`src/rtl/fbpal_pkg.sv`:
```
`timescale 1ns / 1ps
`default_nettype none
// ----------------------------------------------------------------------------
// Display register block package
// Shared types, register offsets, request codes and palette geometry.
// ----------------------------------------------------------------------------
package fbpal_pkg;

   // Palette geometry
   localparam int PALETTE_ENTRIES = 256;
   localparam int PAL_AW = (PALETTE_ENTRIES > 1) ? $clog2(PALETTE_ENTRIES) : 1;
   localparam logic [8:0] PAL_LIMIT = 9'(PALETTE_ENTRIES);

   // Request codes
   localparam logic [1:0] REQ_READ   = 2'd0;
   localparam logic [1:0] REQ_WRITE  = 2'd1;
   localparam logic [1:0] REQ_LOOKUP = 2'd2;

   // Access size codes (anything else is a long access)
   localparam logic [1:0] SIZE_BYTE = 2'd0;
   localparam logic [1:0] SIZE_WORD = 2'd1;

   // Configuration register indexes
   localparam logic [2:0] CSR_DEVICE_BASE = 3'd0;
   localparam logic [2:0] CSR_MAGIC_ID    = 3'd1;
   localparam logic [2:0] CSR_WIDTH       = 3'd2;
   localparam logic [2:0] CSR_HEIGHT      = 3'd3;
   localparam logic [2:0] CSR_BPP         = 3'd4;
   localparam logic [2:0] CSR_VRAM_BASE   = 3'd5;

   // Register map offsets
   localparam logic [31:0] OFF_MAGIC_0   = 32'h00;
   localparam logic [31:0] OFF_MAGIC_1   = 32'h01;
   localparam logic [31:0] OFF_MAGIC_2   = 32'h02;
   localparam logic [31:0] OFF_MAGIC_3   = 32'h03;
   localparam logic [31:0] OFF_WIDTH_HI  = 32'h04;
   localparam logic [31:0] OFF_WIDTH_LO  = 32'h05;
   localparam logic [31:0] OFF_HEIGHT_HI = 32'h06;
   localparam logic [31:0] OFF_HEIGHT_LO = 32'h07;
   localparam logic [31:0] OFF_BPP       = 32'h08;
   localparam logic [31:0] OFF_STRIDE_HI = 32'h0A;
   localparam logic [31:0] OFF_STRIDE_LO = 32'h0B;
   localparam logic [31:0] OFF_VRAM_0    = 32'h0C;
   localparam logic [31:0] OFF_VRAM_1    = 32'h0D;
   localparam logic [31:0] OFF_VRAM_2    = 32'h0E;
   localparam logic [31:0] OFF_VRAM_3    = 32'h0F;
   localparam logic [31:0] OFF_SIZE_0    = 32'h10;
   localparam logic [31:0] OFF_SIZE_1    = 32'h11;
   localparam logic [31:0] OFF_SIZE_2    = 32'h12;
   localparam logic [31:0] OFF_SIZE_3    = 32'h13;
   localparam logic [31:0] OFF_ENABLE    = 32'h14;
   localparam logic [31:0] OFF_POINTER   = 32'h20;
   localparam logic [31:0] OFF_RED       = 32'h21;
   localparam logic [31:0] OFF_GREEN     = 32'h22;
   localparam logic [31:0] OFF_BLUE      = 32'h23;

   // Colour lanes, one-hot: red sits in the top byte of an entry
   localparam logic [2:0] LANE_RED   = 3'b100;
   localparam logic [2:0] LANE_GREEN = 3'b010;
   localparam logic [2:0] LANE_BLUE  = 3'b001;
   localparam logic [2:0] LANE_NONE  = 3'b000;

   typedef struct packed {
      logic [31:0] device_base;
      logic [31:0] magic_id;
      logic [15:0] screen_width;
      logic [15:0] screen_height;
      logic [5:0]  bits_per_pixel;
      logic [31:0] vram_base;
   } cfg_type;

   typedef struct packed {
      logic       enable_we;
      logic       pointer_we;
      logic [2:0] colour_lane;
      logic       advance;
   } wr_action_type;

   typedef enum logic [2:0] {
      ST_IDLE,
      ST_STRIDE,
      ST_SIZE,
      ST_BYTE,
      ST_LOOKUP,
      ST_DONE
   } state_type;

endpackage
`default_nettype wire

```
`src/rtl/fbpal_byte_unit.sv`:
```
`timescale 1ns / 1ps
`default_nettype none
// ----------------------------------------------------------------------------
// Byte register decoder
// Decodes one register byte offset into read data and a write action.
// ----------------------------------------------------------------------------
module fbpal_byte_unit (
   input  logic [31:0]                offset,
   input  fbpal_pkg::cfg_type         cfg,
   input  logic [18:0]                stride,
   input  logic [31:0]                mem_size,
   input  logic                       display_enable,
   output logic [7:0]                 rd_byte,
   output fbpal_pkg::wr_action_type   action
);
   import fbpal_pkg::*;

   always_comb begin
      case (offset)
         OFF_MAGIC_0:   rd_byte = cfg.magic_id[31:24];
         OFF_MAGIC_1:   rd_byte = cfg.magic_id[23:16];
         OFF_MAGIC_2:   rd_byte = cfg.magic_id[15:8];
         OFF_MAGIC_3:   rd_byte = cfg.magic_id[7:0];
         OFF_WIDTH_HI:  rd_byte = cfg.screen_width[15:8];
         OFF_WIDTH_LO:  rd_byte = cfg.screen_width[7:0];
         OFF_HEIGHT_HI: rd_byte = cfg.screen_height[15:8];
         OFF_HEIGHT_LO: rd_byte = cfg.screen_height[7:0];
         OFF_BPP:       rd_byte = {2'b00, cfg.bits_per_pixel};
         OFF_STRIDE_HI: rd_byte = stride[15:8];
         OFF_STRIDE_LO: rd_byte = stride[7:0];
         OFF_VRAM_0:    rd_byte = cfg.vram_base[31:24];
         OFF_VRAM_1:    rd_byte = cfg.vram_base[23:16];
         OFF_VRAM_2:    rd_byte = cfg.vram_base[15:8];
         OFF_VRAM_3:    rd_byte = cfg.vram_base[7:0];
         OFF_SIZE_0:    rd_byte = mem_size[31:24];
         OFF_SIZE_1:    rd_byte = mem_size[23:16];
         OFF_SIZE_2:    rd_byte = mem_size[15:8];
         OFF_SIZE_3:    rd_byte = mem_size[7:0];
         OFF_ENABLE:    rd_byte = {7'b0, display_enable};
         default:       rd_byte = 8'h00;
      endcase
   end

   always_comb begin
      action = '{enable_we: 1'b0, pointer_we: 1'b0, colour_lane: LANE_NONE,
                 advance: 1'b0};
      case (offset)
         OFF_ENABLE:  action.enable_we   = 1'b1;
         OFF_POINTER: action.pointer_we  = 1'b1;
         OFF_RED:     action.colour_lane = LANE_RED;
         OFF_GREEN:   action.colour_lane = LANE_GREEN;
         OFF_BLUE: begin
            action.colour_lane = LANE_BLUE;
            action.advance     = 1'b1;
         end
         default: action.advance = 1'b0;
      endcase
   end

endmodule
`default_nettype wire

```
`config.mk`:
```
export PLATFORM = sky130hd
export DESIGN_NAME = fbpal_byte_unit
export DESIGN_NICKNAME = d
export VERILOG_FILES = /design/src/rtl/fbpal_pkg.sv /design/src/rtl/fbpal_byte_unit.sv
export SDC_FILE = /design/constraint.sdc
export NUM_CORES = 1
export LEC_CHECK = 0
export ABC_AREA = 0
export ABC_CLOCK_PERIOD_IN_PS = 4800
export BUFFER_PORTS_ARGS = -buffer_cell sky130_fd_sc_hd__clkbuf_2
export CAP_MARGIN = 20
export CELL_PAD_IN_SITES_DETAIL_PLACEMENT = 1
export CELL_PAD_IN_SITES_GLOBAL_PLACEMENT = 1
export CORE_ASPECT_RATIO = 0.7
export CORE_MARGIN = 2
export CORE_UTILIZATION = 20
export DETAILED_ROUTE_END_ITERATION = 7
export PLACE_DENSITY = 0.95
export SLEW_MARGIN = 15
export SYNTH_ARGS = -nofsm -noshare
export SYNTH_HDL_FRONTEND = slang
export SYNTH_SLANG_ARGS = --single-unit
export TNS_END_PERCENT = 100
```
`constraint.sdc`:
```
create_clock -name vclk -period 4.8
set_input_delay 0.72 -clock vclk [all_inputs]
set_output_delay 0.72 -clock vclk [all_outputs]
set_load 0.1 [all_outputs]
```
==> reports/summary.md <==
Worst setup path
* **crit path buf inv count** 3
* **kind of end point of the critical path** output port
* **cell family with most CP delay** simple AND/OR/NAND/NOR gates
* **arrival time at the worst endpoint** 3.33 ns
* **delay of the slowest critical-path stage** 0.58 ns
* **CP Data Required Time** 4.08 ns
* **critical path class** in -> out
* **Worst setup SP type** primary input
* **library cell contributing the largest single delay on the critical path** sky130_fd_sc_hd__nor2_1
* **cells along the critical path** clkbuf_2, buf_4, nor2_1, nand2_1, nor2_1, a211oi_1, o211ai_1, a31o_1, clkbuf_2
* **crit-path max FO** 19
* **Critical path origin** offset[1]

Die
* **Placeable Area** 8370 um^2
* **die boundary width** 114 um
* **I/O pin total** 232
* **Vert. Die Dim** 81.2 um
* **Placement Rows** 28
* **initial cell density of the core** 20.3%
* **Die Area** 9270 um^2

Yosys
* **post-synthesis cell area** 1700 um^2
* **sequential area share after synthesis** 0%
* **post-synth net total** 467
* **average instance area after synthesis** 6.83 um^2
* **number of warnings reported in the yosys synthesis log** 0
* **library cells used by synthesis** 57
* **cells taking the most area after synthesis** sky130_fd_sc_hd__mux2i_1, sky130_fd_sc_hd__nand2_1, sky130_fd_sc_hd__buf_2
* **Yosys top cell by area** sky130_fd_sc_hd__mux2i_1
* **Yosys top cell area share** 17.6%
* **Mapped Cells** 249

Timing
* **setup violators final** 0
* **Tightest Pin Transition** 0.833 ns
* **Final Hold Vio Count** 0
* **peak clock frequency supported by timing** 247 MHz
* **post-route setup slack** 0.750 ns
* **max-slew headroom at the worst pin** 44.4%
* **max-slew violation count** 0
* **Total Negative Setup Slacks** 0 ns
* **share of the clock period used by the worst path** 84.4%
* **unrepaired setup endpoints after global routing** false
* **minimum period implied by the final worst setup slack** 4.05 ns

Global route
* **maximum number of pins on one net before global-route repair** 28
* **Tot GR Track Use** 22.2%
* **global-route wire length before repair** 16.0 mm
* **vias in the first global route** 3154
* **global route total overflow** 0
* **number of antenna violations at the first check in global routing** 0

Power
* **PD cells** 74.8 nW/um^2
* **P_leak** 1.39 nW
* **peak supply drop** 0.0000317 V

Route
* **number of DRC markers after the initial detailed-route iteration** 171
* **total wire length** 10.9 mm
* **Via Count** 2873
* **average via count per standard cell** 5.37
* **DRC violations left** 0
* **final routed wire length divided by cell count** 20.3 um
* **total iterations of the first detailed-routing run** 4
* **Routed Antenna Nets** 0

Layout
* **area added between synthesis and finish** 63.0%
* **number of nets in the finished design** 650
* **fraction of layout cells with a size suffix above 1** 51.9%
* **clock buffer count in the final layout** 0
* **most common cell after layout, fill and taps aside** sky130_fd_sc_hd__clkbuf_2
* **number of sequential storage elements** 0
* **area of all sequential standard cells** 0 um^2
* **diode count** 0
* **final cell count without fillers** 535
* **most used cells in the layout excluding fill and tap cells** sky130_fd_sc_hd__clkbuf_2, sky130_fd_sc_hd__mux2i_1, sky130_fd_sc_hd__nand2_1
* **final core utilization** 33.1%
* **Fill cells** 1127

Placement
* **setup slack after placement** 0.795 ns
* **count of buffers from port buffering** 197
* **cell count after placement** 535
* **post-DP HPWL** 9.17 mm
* **global placement routability congestion** 0.857

Flow run
* **number of max-cap violations** 0

CTS
* **hold bufs inserted after CTS** 0
* **setup bufs post-CTS** 0
* **post_cts resized** 0

Hold path
* **path category of the worst min-delay check** in -> out
* **hold wc startpoint** offset[5]

Run status
* **status** finished, final reports clean

[metal layers]
metal	part of all wire, %	vias up	track usage (%)	routed length (um)
met5	0	-	0	0
met1	41	1354	26.5	4500
li1	-	1342	-	-
met3	7.6	22	3.21	830
met2	48	155	41.7	5270
met4	2.5	0	6.59	272
[Yosys cell counts, drive strengths merged (4+ instances only)]
cell type,instances
nor2,23
nor4,6
a32oi,8
nand2,23
a21oi,10
o21ai,14
buf,21
mux2,6
a22oi,7
clkbuf,4
mux2i,30
a31oi,8
nor2b,6
nand3,8
nor3,13
o22ai,5
nand4,5
a211oi,4
[area by class of cell]
type / count / area (um^2) / share of cell area (%)
multi-input combinational: 221 / 1580 / 56.9
timing repair buffer: 206 / 1050 / 38.0
tap: 105 / 131 / 4.74
inverter: 3 / 11.3 / 0.406
[stage by stage]
step	hold slack (ns)	total power, mW	instance area, um^2
floorplan	1.63	0.0966	1710
global placement	2.02	0.200	2770
detailed placement	2.03	0.207	2770
CTS	2.03	0.207	2770
global route	2.06	0.226	2770
finish	2.04	0.207	2770
[report_power, final]
group	switching, mW	total (mW)	internal [mW]
logic	0.106	0.207	0.102
registers	0	0	0
clock network	0	0	0
total	0.106	0.207	0.102
[logic make-up after synthesis]
group | after synthesis | synth area share (%)
AOI/OAI and AO/OA | 81 | 33.3
buffers and inverters | 28 | 7.65
muxes | 39 | 25.6
and+or+nand+nor | 101 | 33.5
[final timing paths]
kind	to	slack, ns	depth (start not counted)
hold / removal	rd_byte[0]	2.04	3
setup / recovery	rd_byte[4]	0.75	9
Power figures use the tool's default switching activity.
